## src/rtl/assert_macros.svh

```systemverilog
// ----------------------------------------------------------------------------
// assert_macros.svh
// Assertion shorthands for the stepper phase generator, sampled on clk and
// disabled while arst_n is low.
// ----------------------------------------------------------------------------
`ifndef ASSERT_MACROS_SVH
`define ASSERT_MACROS_SVH

// property must hold at every clock edge out of reset
`define SPG_ASSERT(label, prop, msg) \
	label: assert property (@(posedge clk) disable iff (!arst_n) prop) \
		else $error(msg);

// expression must never be true out of reset
`define SPG_ASSERT_NEVER(label, expr, msg) \
	`SPG_ASSERT(label, !(expr), msg)

`endif

```

## src/rtl/spg_pkg.sv

```systemverilog
// ----------------------------------------------------------------------------
// spg_pkg
// Shared types and constants of the stepper phase generator.
// ----------------------------------------------------------------------------
`default_nettype none

package spg_pkg;

	// speed command width default
	localparam int SPEED_WIDTH_DEF = 16;

	// configuration register widths
	localparam int MAX_SPEED_W  = 10;
	localparam int PERIOD_W     = 15;
	localparam int PS_WAIT_W    = 8;
	localparam int CFG_DATA_W   = 15;
	localparam int CFG_IDX_W    = 2;

	// state widths
	localparam int PHASE_W      = 2;
	localparam int COUNTDOWN_W  = 16;
	localparam int IDLE_W       = 8;

	// register indexes
	localparam logic [CFG_IDX_W-1:0] CFG_MAX_SPEED    = 2'd0;
	localparam logic [CFG_IDX_W-1:0] CFG_PERIOD_SCALE = 2'd1;
	localparam logic [CFG_IDX_W-1:0] CFG_OFF_DELAY    = 2'd2;

	// register reset values
	localparam logic [MAX_SPEED_W-1:0] MAX_SPEED_RST  = 10'd128;
	localparam logic [PERIOD_W-1:0]    PERIOD_RST     = 15'd1280;
	localparam logic [PS_WAIT_W-1:0]   PS_WAIT_RST    = 8'd15;

	// divider request and response
	typedef struct packed {
		logic                   start;
		logic [PERIOD_W-1:0]    dividend;
		logic [MAX_SPEED_W-1:0] divisor;
	} div_req_t;

	typedef struct packed {
		logic                busy;
		logic                done;
		logic [PERIOD_W-1:0] quotient;
	} div_rsp_t;

endpackage

`default_nettype wire

```

## src/rtl/spg_cmd_if.sv

```systemverilog
// ----------------------------------------------------------------------------
// spg_cmd_if
// Speed command channel: one transfer per control tick.
// ----------------------------------------------------------------------------
`default_nettype none

interface spg_cmd_if #(
	parameter int SPEED_WIDTH = spg_pkg::SPEED_WIDTH_DEF
);
	logic                          valid;
	logic                          ready;
	logic signed [SPEED_WIDTH-1:0] speed_cmd;

	modport source (output valid, output speed_cmd, input ready);
	modport sink   (input valid, input speed_cmd, output ready);
endinterface

`default_nettype wire

```

## src/rtl/spg_phase_if.sv

```systemverilog
// ----------------------------------------------------------------------------
// spg_phase_if
// Coil drive channel: one transfer per control tick.
// ----------------------------------------------------------------------------
`default_nettype none

interface spg_phase_if;
	logic                        valid;
	logic                        ready;
	logic [spg_pkg::PHASE_W-1:0] coil_phase;
	logic                        coils_off;
	logic                        stepped;

	modport source (output valid, output coil_phase, output coils_off, output stepped,
		input ready);
	modport sink   (input valid, input coil_phase, input coils_off, input stepped,
		output ready);
endinterface

`default_nettype wire

```

## src/rtl/spg_div.sv

```systemverilog
// ----------------------------------------------------------------------------
// spg_div
// Restoring serial divider, one quotient bit per cycle, for the step period.
// ----------------------------------------------------------------------------
`default_nettype none

module spg_div (
	input  wire logic              clk,
	input  wire logic              arst_n,
	input  wire spg_pkg::div_req_t req,
	output spg_pkg::div_rsp_t      rsp
);
	localparam int DVD_W = spg_pkg::PERIOD_W;
	localparam int DVS_W = spg_pkg::MAX_SPEED_W;
	localparam int REM_W = DVS_W + 1;
	localparam int CNT_W = $clog2(DVD_W);

	logic             busy_q;
	logic             done_q;
	logic [CNT_W-1:0] cnt_q;
	logic [REM_W-1:0] rem_q;
	logic [DVD_W-1:0] quo_q;
	logic [DVS_W-1:0] dvs_q;

	logic [REM_W-1:0] trial;
	logic             fits;

	// shift in the next dividend bit and try the subtraction
	assign trial = {rem_q[REM_W-2:0], quo_q[DVD_W-1]};
	assign fits  = (trial >= {1'b0, dvs_q});

	// control
	always_ff @(posedge clk or negedge arst_n) begin
		if (!arst_n) begin
			busy_q <= 1'b0;
			done_q <= 1'b0;
			cnt_q  <= '0;
		end else begin
			done_q <= 1'b0;
			if (req.start) begin
				busy_q <= 1'b1;
				cnt_q  <= CNT_W'(DVD_W - 1);
			end else if (busy_q) begin
				cnt_q <= cnt_q - 1'b1;
				if (cnt_q == '0) begin
					busy_q <= 1'b0;
					done_q <= 1'b1;
				end
			end
		end
	end

	// datapath
	always_ff @(posedge clk) begin
		if (req.start) begin
			rem_q <= '0;
			quo_q <= req.dividend;
			dvs_q <= req.divisor;
		end else if (busy_q) begin
			rem_q <= fits ? (trial - {1'b0, dvs_q}) : trial;
			quo_q <= {quo_q[DVD_W-2:0], fits};
		end
	end

	assign rsp.busy     = busy_q;
	assign rsp.done     = done_q;
	assign rsp.quotient = quo_q;

endmodule

`default_nettype wire

```

## src/rtl/stepper_phase_generator.sv

```systemverilog
// ----------------------------------------------------------------------------
// stepper_phase_generator: full-step coil phase sequencer with power save
// a command transfer goes to CALC, then to DIV (the serial period divider) only for a
// tick that steps, then to EMIT, which waits until the result register is free
// throughput: one tick at a time, the next command is taken once the result is
// registered; arst_n clears phase, countdown, idle count, loads register defaults
// ----------------------------------------------------------------------------
`default_nettype none
`include "assert_macros.svh"

module stepper_phase_generator #(
	parameter int SPEED_WIDTH = spg_pkg::SPEED_WIDTH_DEF
) (
	input  wire logic                              clk,
	input  wire logic                              arst_n,
	spg_cmd_if.sink                                cmd,
	spg_phase_if.source                            phase,
	input  wire logic                              cfg_we,
	input  wire logic [spg_pkg::CFG_IDX_W-1:0]     cfg_idx,
	input  wire logic [spg_pkg::CFG_DATA_W-1:0]    cfg_data
);
	localparam int EXT_W = ((SPEED_WIDTH > spg_pkg::MAX_SPEED_W) ?
		SPEED_WIDTH : spg_pkg::MAX_SPEED_W) + 1;
	localparam int MS_W  = spg_pkg::MAX_SPEED_W;
	localparam int CD_W  = spg_pkg::COUNTDOWN_W;

	localparam logic [1:0] ST_IDLE = 2'd0;
	localparam logic [1:0] ST_CALC = 2'd1;
	localparam logic [1:0] ST_DIV  = 2'd2;
	localparam logic [1:0] ST_EMIT = 2'd3;

	logic [1:0] state_q;

	logic [MS_W-1:0]                 max_speed_q;
	logic [spg_pkg::PERIOD_W-1:0]    period_q;
	logic [spg_pkg::PS_WAIT_W-1:0]   ps_wait_q;

	logic [spg_pkg::PHASE_W-1:0]     phase_q;
	logic [CD_W-1:0]                 countdown_q;
	logic [spg_pkg::IDLE_W-1:0]      idle_q;

	logic [SPEED_WIDTH-1:0]          speed_q;
	logic                            res_off_q;
	logic                            res_step_q;

	logic                            out_valid_q;
	logic [spg_pkg::PHASE_W-1:0]     out_phase_q;
	logic                            out_off_q;
	logic                            out_step_q;

	spg_pkg::div_req_t div_req;
	spg_pkg::div_rsp_t div_rsp;

	logic signed [EXT_W-1:0] s_ext;
	logic signed [EXT_W-1:0] lim_ext;
	logic signed [EXT_W-1:0] s_abs;
	logic                    s_neg;
	logic                    clamp;
	logic [MS_W-1:0]         mag;
	logic [CD_W-1:0]         cd_dec;
	logic                    do_step;
	logic                    emit_load;

	// clamp the command and take its magnitude
	assign s_ext   = EXT_W'(signed'(speed_q));
	assign lim_ext = signed'({{(EXT_W - MS_W){1'b0}}, max_speed_q});
	assign s_neg   = speed_q[SPEED_WIDTH-1];
	assign s_abs   = s_neg ? -s_ext : s_ext;
	assign clamp   = (s_ext > lim_ext) || (s_ext < -lim_ext);
	assign mag     = clamp ? max_speed_q : s_abs[MS_W-1:0];

	// countdown decrement wraps within its width
	assign cd_dec  = countdown_q - 1'b1;
	assign do_step = cd_dec[CD_W-1] || (cd_dec == '0);

	// period divider
	assign div_req.start    = (state_q == ST_CALC) && (mag != '0) && do_step;
	assign div_req.dividend = period_q;
	assign div_req.divisor  = mag;

	spg_div u_div (
		.clk    (clk),
		.arst_n (arst_n),
		.req    (div_req),
		.rsp    (div_rsp)
	);

	// configuration registers
	always_ff @(posedge clk or negedge arst_n) begin
		if (!arst_n) begin
			max_speed_q <= spg_pkg::MAX_SPEED_RST;
			period_q    <= spg_pkg::PERIOD_RST;
			ps_wait_q   <= spg_pkg::PS_WAIT_RST;
		end else if (cfg_we) begin
			unique case (cfg_idx)
				spg_pkg::CFG_MAX_SPEED:    max_speed_q <= cfg_data[MS_W-1:0];
				spg_pkg::CFG_PERIOD_SCALE: period_q    <= cfg_data[spg_pkg::PERIOD_W-1:0];
				spg_pkg::CFG_OFF_DELAY:    ps_wait_q   <= cfg_data[spg_pkg::PS_WAIT_W-1:0];
				default: ;
			endcase
		end
	end

	// the result register takes the pending result when free
	assign emit_load = (state_q == ST_EMIT) && (!out_valid_q || phase.ready);

	// sequencer and motor state
	always_ff @(posedge clk or negedge arst_n) begin
		if (!arst_n) begin
			state_q     <= ST_IDLE;
			phase_q     <= '0;
			countdown_q <= '0;
			idle_q      <= '0;
			res_off_q   <= 1'b0;
			res_step_q  <= 1'b0;
		end else begin
			unique case (state_q)
				ST_IDLE: begin
					if (cmd.valid) state_q <= ST_CALC;
				end
				ST_CALC: begin
					if (mag == '0) begin
						res_off_q  <= 1'b1;
						res_step_q <= 1'b0;
						state_q    <= ST_EMIT;
					end else if (do_step) begin
						phase_q    <= s_neg ? (phase_q - 1'b1) : (phase_q + 1'b1);
						idle_q     <= '0;
						res_off_q  <= 1'b0;
						res_step_q <= 1'b1;
						state_q    <= ST_DIV;
					end else begin
						countdown_q <= cd_dec;
						res_step_q  <= 1'b0;
						if (idle_q >= ps_wait_q) begin
							res_off_q <= 1'b1;
						end else begin
							idle_q    <= idle_q + 1'b1;
							res_off_q <= 1'b0;
						end
						state_q <= ST_EMIT;
					end
				end
				ST_DIV: begin
					if (div_rsp.done) begin
						countdown_q <= CD_W'(div_rsp.quotient);
						state_q     <= ST_EMIT;
					end
				end
				ST_EMIT: begin
					if (emit_load) state_q <= ST_IDLE;
				end
				default: state_q <= ST_IDLE;
			endcase
		end
	end

	// command capture
	always_ff @(posedge clk) begin
		if (cmd.valid && cmd.ready) speed_q <= cmd.speed_cmd;
	end

	// output register
	always_ff @(posedge clk or negedge arst_n) begin
		if (!arst_n) begin
			out_valid_q <= 1'b0;
		end else if (emit_load) begin
			out_valid_q <= 1'b1;
		end else if (phase.ready) begin
			out_valid_q <= 1'b0;
		end
	end

	always_ff @(posedge clk) begin
		if (emit_load) begin
			out_phase_q <= phase_q;
			out_off_q   <= res_off_q;
			out_step_q  <= res_step_q;
		end
	end

	assign cmd.ready        = (state_q == ST_IDLE);
	assign phase.valid      = out_valid_q;
	assign phase.coil_phase = out_phase_q;
	assign phase.coils_off  = out_off_q;
	assign phase.stepped    = out_step_q;

	// checks
	`SPG_ASSERT(a_div_busy_in_div, div_rsp.busy |-> (state_q == ST_DIV), "divider busy early")
	`SPG_ASSERT(a_div_done_in_div, div_rsp.done |-> (state_q == ST_DIV), "divider done early")
	`SPG_ASSERT_NEVER(a_step_powered, phase.valid && phase.coils_off && phase.stepped, "step off")

endmodule

`default_nettype wire
```

## src/flat_wrapper.sv

```systemverilog
// flat-port wrapper written by rule: the top's interface ports become plain ports
module stepper_phase_generator_flat 
#(
	parameter int SPEED_WIDTH = spg_pkg::SPEED_WIDTH_DEF
)
  (clk, arst_n, cfg_we, cfg_idx, cfg_data, cmd_valid, cmd_speed_cmd, cmd_ready, phase_valid, phase_coil_phase, phase_coils_off, phase_stepped, phase_ready);
  spg_cmd_if #(.SPEED_WIDTH(SPEED_WIDTH)) cmd_i ();
  spg_phase_if phase_i ();
  input  wire logic clk;
  input  wire logic arst_n;
  input  wire logic cfg_we;
  input  wire logic [spg_pkg::CFG_IDX_W-1:0] cfg_idx;
  input  wire logic [spg_pkg::CFG_DATA_W-1:0] cfg_data;
  input wire logic [$bits(cmd_i.valid)-1:0] cmd_valid;
  input wire logic [$bits(cmd_i.speed_cmd)-1:0] cmd_speed_cmd;
  output wire logic [$bits(cmd_i.ready)-1:0] cmd_ready;
  output wire logic [$bits(phase_i.valid)-1:0] phase_valid;
  output wire logic [$bits(phase_i.coil_phase)-1:0] phase_coil_phase;
  output wire logic [$bits(phase_i.coils_off)-1:0] phase_coils_off;
  output wire logic [$bits(phase_i.stepped)-1:0] phase_stepped;
  input wire logic [$bits(phase_i.ready)-1:0] phase_ready;
  assign cmd_i.valid = cmd_valid;
  assign cmd_i.speed_cmd = cmd_speed_cmd;
  assign cmd_ready = cmd_i.ready;
  assign phase_valid = phase_i.valid;
  assign phase_coil_phase = phase_i.coil_phase;
  assign phase_coils_off = phase_i.coils_off;
  assign phase_stepped = phase_i.stepped;
  assign phase_i.ready = phase_ready;
  stepper_phase_generator #(.SPEED_WIDTH(SPEED_WIDTH)) u_core (.clk(clk), .arst_n(arst_n), .cmd(cmd_i), .phase(phase_i), .cfg_we(cfg_we), .cfg_idx(cfg_idx), .cfg_data(cfg_data));
endmodule
```

## config.mk

```make
export PLATFORM = sky130hd
export DESIGN_NAME = stepper_phase_generator_flat
export DESIGN_NICKNAME = d
export VERILOG_FILES = /design/src/rtl/spg_pkg.sv /design/src/rtl/spg_cmd_if.sv /design/src/rtl/spg_phase_if.sv /design/src/rtl/spg_div.sv /design/src/rtl/stepper_phase_generator.sv /design/src/flat_wrapper.sv
export VERILOG_INCLUDE_DIRS = /design/src /design/src/rtl
export SDC_FILE = /design/constraint.sdc
export NUM_CORES = 1
export LEC_CHECK = 0
export BUFFER_PORTS_ARGS = -buffer_cell sky130_fd_sc_hd__buf_2
export CORE_UTILIZATION = 56
export DETAILED_ROUTE_END_ITERATION = 8
export PLACE_DENSITY = 0.77
export SKIP_CTS_REPAIR_TIMING = 1
export SYNTH_ARGS = -nofsm -noshare
export SYNTH_HDL_FRONTEND = slang
export SYNTH_SLANG_ARGS = --single-unit
```

## constraint.sdc

```tcl
create_clock -name clk -period 3.92 [get_ports clk]
set_clock_uncertainty 0.1 [all_clocks]
set_input_delay 0.196 -clock clk [delete_from_list [all_inputs] [get_ports clk]]
set_output_delay 0.196 -clock clk [all_outputs]
set_load 0.1 [all_outputs]
```

## Yosys cells after proc, flatten, opt, wreduce, memory -nomap -nowiden

Cells that the tools add are included.
Widths: inputs -> output; s select.

- Flip-flop bits (word level): 125
- Bits of input ports: 38
- Output and inout port bits: 6
- Logic and storage cells: 101

- Add/sub/neg operators: 8
- Magnitude comparators: 4
- Equality and inequality tests: 11
- Multiplexer cells: 33
- Bitwise operators: 1
- Reductions and logical operators: 24

Operators with widths:

| kind | number |
|---|---|
| $mux 16 | 3 |
| $pmux 16 s2 | 1 |
| $mux 10 | 3 |
| $mux 15 | 2 |
| $lt 16x17->1 | 1 |
| $neg 10->17 | 1 |
| $gt 16x11->1 | 1 |
| $logic_not 16->1 | 1 |
| $mux 8 | 2 |
| $sub 16x1->16 const B | 1 |
| $mux 1 | 14 |
| $ge 11x10->1 | 1 |
| $logic_not 10->1 | 1 |
| $mux 2 | 5 |
| $neg 10->10 | 1 |
| $reduce_bool 10->1 | 1 |
| $sub 10x10->10 | 1 |
| $reduce_and 3->1 | 3 |
| $add 8x1->8 const B | 1 |
| $ge 8x8->1 | 1 |
| $mux 4 | 2 |
| $ne 2x2->1 const B | 4 |
| $pmux 2 s4 | 1 |
| $eq 2x2->1 const B | 3 |
| 14 further kinds | 26 |

## Longest topological paths before layout

Gate-level depths: netlist (run 1).

- Depth after elaboration: 8
- Depth in mapped cells: 19
- Depth with buffers taken out: 16

## Modules after synthesis

Synthesis (run 1) repeated with hierarchy kept, for this count alone.

- Cell total of the unflattened synthesis: 750
- Area total of the unflattened synthesis: 7594.8 um^2

Modules (own cells, without submodules):

| module | times used | cells an instance | area an instance (um^2) | seq. area each (um^2) |
|---|---|---|---|---|
| stepper_phase_generator | 1 | 549 | 5347.6 | 2210.9 |
| spg_div | 1 | 201 | 2247.2 | 1101.1 |

## Least setup slack after synthesis (run 1)

No wires, ideal clock.

- Path type: reg-to-reg
- Start point: register u_core.max_speed_q[2]
- End point: register u_core.u_div.quo_q[12] (data pin)
- Setup time: 0.262 ns
- Arrival: 3.696 ns
- Required time: 3.558 ns
- Path slack: -0.138 ns
- Cell stages (with the launch flop): 19
- Path buffers: 3
- Clock period less this slack: 4.058 ns
- Cells stage by stage: dfrtp_1 > nor2_1 > nand3_1 > or3_1 > clkbuf_1 > nor2_1 > xnor2_1 > ha_1 > o21ai_0 > nor2_1 > nor4b_1 > o21ai_0 > nand3b_1 > o31ai_2 > or4_1 > buf_2 > inv_2 > buf_6 > mux2_1

- Word-level cells in the longest chain between the ends: 8
- Elaborated cells between the ends (all ways): 9
- Classes of those cells: 1 x add/sub; 2 x order compare; 2 x mux; 4 x reduce/logical

RTL lines:

| item | line | source |
|---|---|---|
| start: declaration | stepper_phase_generator.sv:34 | `logic [MS_W-1:0] max_speed_q;` |
| start signal: assignment | stepper_phase_generator.sv:91 | `max_speed_q <= spg_pkg::MAX_SPEED_RST;` |
| start signal: assignment | stepper_phase_generator.sv:96 | `spg_pkg::CFG_MAX_SPEED: max_speed_q <= cfg_data[MS_W-1:0];` |
| $neg 10->17 | stepper_phase_generator.sv:69 | `assign clamp = (s_ext > lim_ext) \|\| (s_ext < -lim_ext);` |
| $lt 16x17->1 | stepper_phase_generator.sv:69 |  |
| $logic_or 1x1->1 | stepper_phase_generator.sv:69 |  |
| $mux 10 (*) | stepper_phase_generator.sv:70 | `assign mag = clamp ? max_speed_q : s_abs[MS_W-1:0];` |
| $reduce_bool 10->1 (*) | stepper_phase_generator.sv:77 | `assign div_req.start = (state_q == ST_CALC) && (mag != '0) && do_step;` |
| $logic_and 1x1->1 (*) (2 in a row) | stepper_phase_generator.sv:77 |  |
| $mux 15 (*) | spg_div.sv:55 | `if (req.start) begin` |
| end signal: assignment | spg_div.sv:57 | `quo_q <= req.dividend;` |
| end signal: assignment | spg_div.sv:61 | `quo_q <= {quo_q[DVD_W-2:0], fits};` |
| end: declaration | spg_div.sv:22 | `logic [DVD_W-1:0] quo_q;` |

Every way passes the cells marked *; elsewhere a longest branch is shown, timed or not.
A chain may end at the register's enable or synchronous reset.

## Worst setup path after layout (run 1)

- Start point: register u_core.max_speed_q[2]
- End point: register u_core.u_div.quo_q[11] (data pin)

Same word-level chain as after synthesis.

==> results.ini, run 1 <==
[outcome]
outcome = finished with violations
violations = negative hold slack, negative setup slack

[synth]
async_reset_ff_frac = 0.560
synthTopCellsByArea = dfrtp_1 (21%), edfxtp_1 (18%), ha_1 (9.1%)
syn_area_per_cell_um2 = 9.92
syn_nets = 839
yosysWarnings = 0
synth_top_family_by_area = simple AND/OR/NAND/NOR gates
yosys.area.top_type = dfrtp_1
synth_seq_area_share = 0.448
synth_xor_xnor_area_share = 0.0320
synthAdderAreaFrac = 0.0940
synth_seq_cells = 125
synth.most_common_cell = nor2_1
ys_types = 71
synthSimpleGateAreaFrac = 0.166
synth_mux_area_frac = 0.0720
synthTopCellsByCount = nor2_1 (67), dfrtp_1 (63), a21oi_1 (56)
synth_compound_gate_area_share = 0.143
syn_area_um2 = 7400
synth.top_cell.area_share = 0.213
synth_edf_count = 45
syn_inst = 746
ys.flop_type = dfrtp_1

[critical_path]
worst-setup-path-type = reg2reg
cp-start-kind = flop
cp_slowest_cell = or4_4
critPathRequiredTime_ps = 3980
timing.rr.end = u_core.u_div.quo_q[11]$_DFFE_PP_
critPathArrivalTime_ps = 4130
r2r_slack_ps = -140
r2r-start = u_core.max_speed_q[2]$_DFFE_PN0P_
reg2reg_depth = 15
cp_cell_sequence = nor2_2, nand3_2, or3_4, nor2_2, xnor2_1, ha_1, o21ai_1, nor2_1, o2111ai_1, o21ai_2, o32ai_1, or4_4, clkinv_8, buf_8, mux2_1
slowest_delay_ps = 570
cp_max_fo = 8
endpoint_kind = flop
crit_path_frequent_cell = nor2_2

[power_and_ir_drop]
power.density_nw_per_um2 = 342
worst_ir_drop_vdd_mv = 0.336
power.leakage_nw = 4.07

[timing]
rsz0062_at_grt = true
maxSlewViolCount = 0
setup_ws_ps = -144
hold_violations = 43
tightest_slew_ps = 1130
slew_headroom = 0.247
timing.final.crit_period_ps = 4060
whs_ps = -96.1
setup_viol = 54
timing.final.crit_share = 1.04
max_freq_mhz = 246

[global_route]
grt_max_degree = 51
grt_pass1_vias = 5889
antenna_found_initial = 0
grt_pass1_wl_mm = 28.7
grt.total_usage = 0.278
overflow = 0

[die]
die_area_um2 = 13700
die_y_um = 117
num_io_pins = 44
rows = 41
start_util = 0.579
core_um2 = 12800
chipWidth_um = 117

[cells_and_area]
final_area_um2 = 9540
syn_to_final_growth_pct = 28.9
drive_above_1_share = 0.268
num-nets-final = 962
final_core_utilization = 0.746
diodes = 0

[placement]
place.gp.congestion = 0.964
portBuffers = 43
dpl_worst_slack_ps = -196
hpwl_mm = 12.6
place_area_um2 = 8050

[routing]
met3_length_mm = 1.17
vias = 6363
drcViolationCount = 0
via_per_inst = 6.04
routedWlPerCell_um = 18.4
drt_wl_total_mm = 19.4
drtIter0Drc = 563
top_layer = met4
first_pass_iters = 5
wl_met2_mm = 9.58
final_antenna_net_count = 0
wl_met1_mm = 8.04

[clocking]
numClockSinks = 125
cts_max_path_buffers = 2
cts_buffers = 17
cts_htree_levels = 4
path_clk_slew_ps = 60
cts_root_buf = clkbuf_16
clock_latency_ps = 420
cts_tree = done

[job]
cap_violations = 0

[min_path]
min_path_type = in2async

[routing by layer]
metal  up-vias  global-route usage
met5         -                   0
li1       2956                   -
met3        58              0.0675
met4         0               0.105
met1      3091               0.367
met2       258               0.447
[cell type report]
class	instances	area, um2
well taps	172	215
multi-input cells	538	4160
flip-flops and latches	125	3310
inverters	50	200
repair buffers	137	1140
clock buffers	22	454
clock inverters	10	52.6
fillers	801	3240
[report_power, final]
| part | total, mW | internal (mW) | switching, mW |
|---|---|---|---|
| clock | 1.37 | 0.810 | 0.563 |
| sequential | 1.48 | 1.43 | 0.0505 |
| combinational | 0.410 | 0.205 | 0.206 |
| total | 3.26 | 2.44 | 0.819 |
[cells in the final DEF, fill, tap and decap left out, types with 9 or more instances in the layout]
cell type	count
buf_6	10
dlygate4sd3_1	31
nor3_1	9
o21ai_0	42
clkbuf_16	19
edfxtp_1	45
nor2b_1	9
xnor2_1	21
o22ai_1	10
mux2_4	11
nand2b_1	10
a21oi_1	54
ha_1	51
nor2_1	62
buf_4	45
dfxtp_1	10
nor4_4	12
mux2_2	25
dfrtp_1	63
inv_1	47
buf_2	43
nand2_1	53
[sequential cells by signal, summed over array words and instances (netlist names), 2 cells and up]
register,count
u_core.state_q,2
u_core.phase_q,2
u_core.phase.coil_phase,2
u_core.u_div.quo_q,15
u_core.idle_q,8
u_core.period_q,15
u_core.max_speed_q,10
u_core.speed_q,16
u_core.ps_wait_q,8
u_core.u_div.dvs_q,10
u_core.u_div.cnt_q,4
u_core.u_div.rem_q,10
u_core.countdown_q,16
[through the flow]
step,power (mW),TNS [ps],instances
floorplan,1.68,0,746
global placement,1.82,0,974
detailed placement,1.84,-7590,974
CTS,3.21,-10790,1006
global route,3.38,-13950,1054
finish,3.26,-4320,1054
[worst max-delay path by stage]
stage	slack, ps	cells after the start	end	from
after global routing	-270	15	u_core.u_div.quo_q[11]$_DFFE_PP_	u_core.max_speed_q[2]$_DFFE_PN0P_
after global placement	30	15	u_core.u_div.quo_q[14]$_DFFE_PP_	u_core.max_speed_q[3]$_DFFE_PN0P_
after CTS	-240	15	u_core.u_div.quo_q[1]$_DFFE_PP_	u_core.max_speed_q[3]$_DFFE_PN0P_
final	-140	15	u_core.u_div.quo_q[11]$_DFFE_PP_	u_core.max_speed_q[2]$_DFFE_PN0P_
after floorplan	8	13	u_core.u_div.quo_q[12]$_DFFE_PP_	u_core.speed_q[1]$_DFFE_PP_
after detailed placement	-200	15	u_core.u_div.quo_q[1]$_DFFE_PP_	u_core.max_speed_q[3]$_DFFE_PN0P_
[critical path: cells and delay by family, from the launching register on]
family | cells | cell delay [ps]
compound gates | 4 | 790
xor+xnor | 1 | 90
fa+ha+maj | 1 | 310
buf+inv | 2 | 210
flops | 1 | 400
mux | 1 | 330
simple gates | 6 | 1560
[cell families after synthesis]
kind of cell    count (synthesis)
simple gates                  237
flops                         125
compound gates                171
fa+ha+maj                      55
xor+xnor                       27
mux                            48
buf+inv                        83
(Power assumes the default switching activity.)
==> run 2, diff against run 1 <==
- clock period: 3.92 -> 3.7 ns (I/O delays scaled with it)
==> results.ini, run 2 (same netlist as run 1, synthesis figures left out) <==
[routing]
final_antenna_net_count = 0  ; unchanged
vias = 6542  ; +2.8%
wl_met2_mm = 10.5  ; +9.2%
drtIter0Drc = 653  ; +16%
met3_length_mm = 1.32  ; +13%
top_layer = met4
first_pass_iters = 6  ; +1
via_per_inst = 6.12  ; +1.4%
drt_wl_total_mm = 20.7  ; +7.0%
drcViolationCount = 0  ; unchanged
wl_met1_mm = 8.22  ; +2.3%
routedWlPerCell_um = 19.4  ; +5.5%

[global_route]
grt_max_degree = 41  ; -20%
grt.total_usage = 0.295  ; +0.0165
grt_pass1_wl_mm = 30.3  ; +5.9%
antenna_found_initial = 0  ; unchanged
grt_pass1_vias = 6266  ; +6.4%
overflow = 0  ; unchanged

[critical_path]
r2r_slack_ps = -410  ; -260 ps
cp-start-kind = flop
timing.rr.end = u_core.u_div.quo_q[8]$_DFFE_PP_
endpoint_kind = flop
critPathRequiredTime_ps = 3770  ; -210 ps
reg2reg_depth = 15  ; unchanged
worst-setup-path-type = reg2reg
r2r-start = u_core.max_speed_q[3]$_DFFE_PN0P_
critPathArrivalTime_ps = 4170  ; +40 ps
cp_max_fo = 17  ; +9

[cells_and_area]
top_regs = u_core.countdown_q (16), u_core.speed_q (16)
drive_above_1_share = 0.284  ; +0.0167
num-nets-final = 977  ; +1.6%
syn_to_final_growth_pct = 31.2
layout_common_cells = buf_4 (69), dfrtp_1 (63), nor2_1 (58)
final_common_cell = buf_4
diodes = 0  ; unchanged
finalNonFillerCells = 1069  ; +1.4%

[min_path]
min_path_type = in2reg
min_from = phase_ready
hold_path_end = u_core.phase.valid$_DFFE_PN0P_
hold_depth = 3

[timing]
setup_ws_ps = -406  ; -262 ps
hold_violations = 1  ; -98%
slew_headroom = 0.384  ; +0.137
max_freq_mhz = 244  ; -1.0%
timing.final.crit_share = 1.11  ; +0.0730
rsz0062_at_grt = true
fin_setup_tns_ps = -25800  ; -21480 ps
tightest_slew_ps = 924  ; -206 ps
timing.final.crit_period_ps = 4110  ; +42.0 ps
setup_viol = 85  ; +57%
maxSlewViolCount = 0  ; unchanged
whs_ps = -27.7  ; +68.4 ps

[power_and_ir_drop]
worst_ir_drop_vdd_mv = 0.359  ; +6.7%
p_seq_frac = 0.423  ; -0.030
power.density_nw_per_um2 = 380  ; +11%
power.leakage_nw = 4.13  ; +1.7%
intPower_mw = 2.77  ; +14%
combPwrFrac = 0.128  ; +0.002
switching_share = 0.248  ; -0.00278
clkPwrFrac = 0.449  ; +0.028
switching_power_uw = 917  ; +12%

[clocking]
cts_buffers = 17  ; unchanged
path_clk_slew_ps = 60  ; about the same
cts_htree_levels = 4  ; unchanged
cts_max_path_buffers = 2  ; unchanged
cts_root_buf = clkbuf_16
numClockSinks = 125  ; unchanged
clock_latency_ps = 420  ; about the same
cts_tree = done

[outcome]
outcome = finished with violations
violations = negative hold slack, negative setup slack

[placement]
hpwl_mm = 13.1  ; +4.6%
place.gp.congestion = 0.955  ; -0.94%
dp.cells = 994  ; +2.1%
portBuffers = 43  ; unchanged

[job]
cap_violations = 0  ; unchanged

[die]
core_um2 = 12800  ; unchanged
chipWidth_um = 117  ; unchanged
num_io_pins = 44  ; unchanged
rows = 41  ; unchanged
die_y_um = 117  ; unchanged
start_util = 0.579  ; unchanged
die_area_um2 = 13700  ; unchanged

==> run 2: cell count changes in the layout (fill, tap and decap cells not counted), moves of 4 or more <==
| cell | delta |
|---|---|
| nor4_4 | -5 |
| nor2_1 | -4 |
| buf_4 | +24 |
| nor4_2 | +6 |
| ha_4 | +4 |
| clkinv_2 | -4 |
| buf_6 | -8 |
| mux2_4 | -8 |
| mux2_1 | +7 |
==> run 2: through the flow <==
stage / hold WS [ps] / total power, mW / worst slack [ps] / area, um2 / util
after floorplan: -211 / 1.78 / -200 / 7450 / -
after global placement: 256 / 1.94 / -202 / 8240 / 0.645
after detailed placement: 264 / 1.97 / -383 / 8240 / 0.645
after CTS: -176 / 3.62 / -429 / 8820 / 0.690
after global routing: 11.2 / 3.81 / -511 / 9700 / 0.760
final: -27.7 / 3.69 / -406 / 9700 / 0.760
==> run 2: per-layer routing <==
layer,track usage,vias to the layer above
li1,-,2986
met1,0.376,3147
met2,0.485,328
met3,0.0566,81
met4,0.145,0
met5,0,-
==> run 2: cell type report <==
cell class	count	area, um2
Timing Repair Buffer	152	1210
Clock buffer	23	469
Fill cell	782	3070
Tap cell	172	215
Inverter	50	200
Sequential cell	125	3310
Multi-Input combinational cell	538	4190
Clock inverter	9	110
==> run 2: worst max-delay path by stage <==
| stage | to | slack [ps] | startpoint | cells past startpoint |
|---|---|---|---|---|
| 5_1_grt | u_core.u_div.quo_q[8]$_DFFE_PP_ | -510 | u_core.max_speed_q[3]$_DFFE_PN0P_ | 15 |
| 6_report | u_core.u_div.quo_q[8]$_DFFE_PP_ | -410 | u_core.max_speed_q[3]$_DFFE_PN0P_ | 15 |
| 3_3_place_gp | u_core.u_div.quo_q[2]$_DFFE_PP_ | -200 | u_core.max_speed_q[3]$_DFFE_PN0P_ | 16 |
| 2_1_floorplan | u_core.u_div.quo_q[12]$_DFFE_PP_ | -200 | u_core.max_speed_q[2]$_DFFE_PN0P_ | 18 |
| 4_1_cts | u_core.u_div.quo_q[13]$_DFFE_PP_ | -430 | u_core.max_speed_q[3]$_DFFE_PN0P_ | 16 |
| 3_5_place_dp | u_core.u_div.quo_q[3]$_DFFE_PP_ | -380 | u_core.max_speed_q[3]$_DFFE_PN0P_ | 16 |
==> run 2: worst max-delay path, stage by stage (launching register included) <==
cell and delay [ps]:
dfrtp_1 380, nor2_2 150, buf_4 130, nand4_1 220, nor3_2 340, xnor2_1 180
ha_1 340, o21ai_1 80, nor2_2 160, o2111ai_2 160, o21ai_2 270, buf_4 170
o32ai_1 100, or4_4 590, clkinv_8 130, mux2_1 340
==> run 2: power by group through the flow <==
| stage | clock network [mW] | logic, mW | registers [mW] |
|---|---|---|---|
| floorplan | 0 | 0.218 | 1.56 |
| global placement | 0 | 0.359 | 1.58 |
| detailed placement | 0 | 0.384 | 1.58 |
| CTS | 1.67 | 0.394 | 1.56 |
| global route | 1.73 | 0.510 | 1.57 |
| finish | 1.66 | 0.471 | 1.56 |
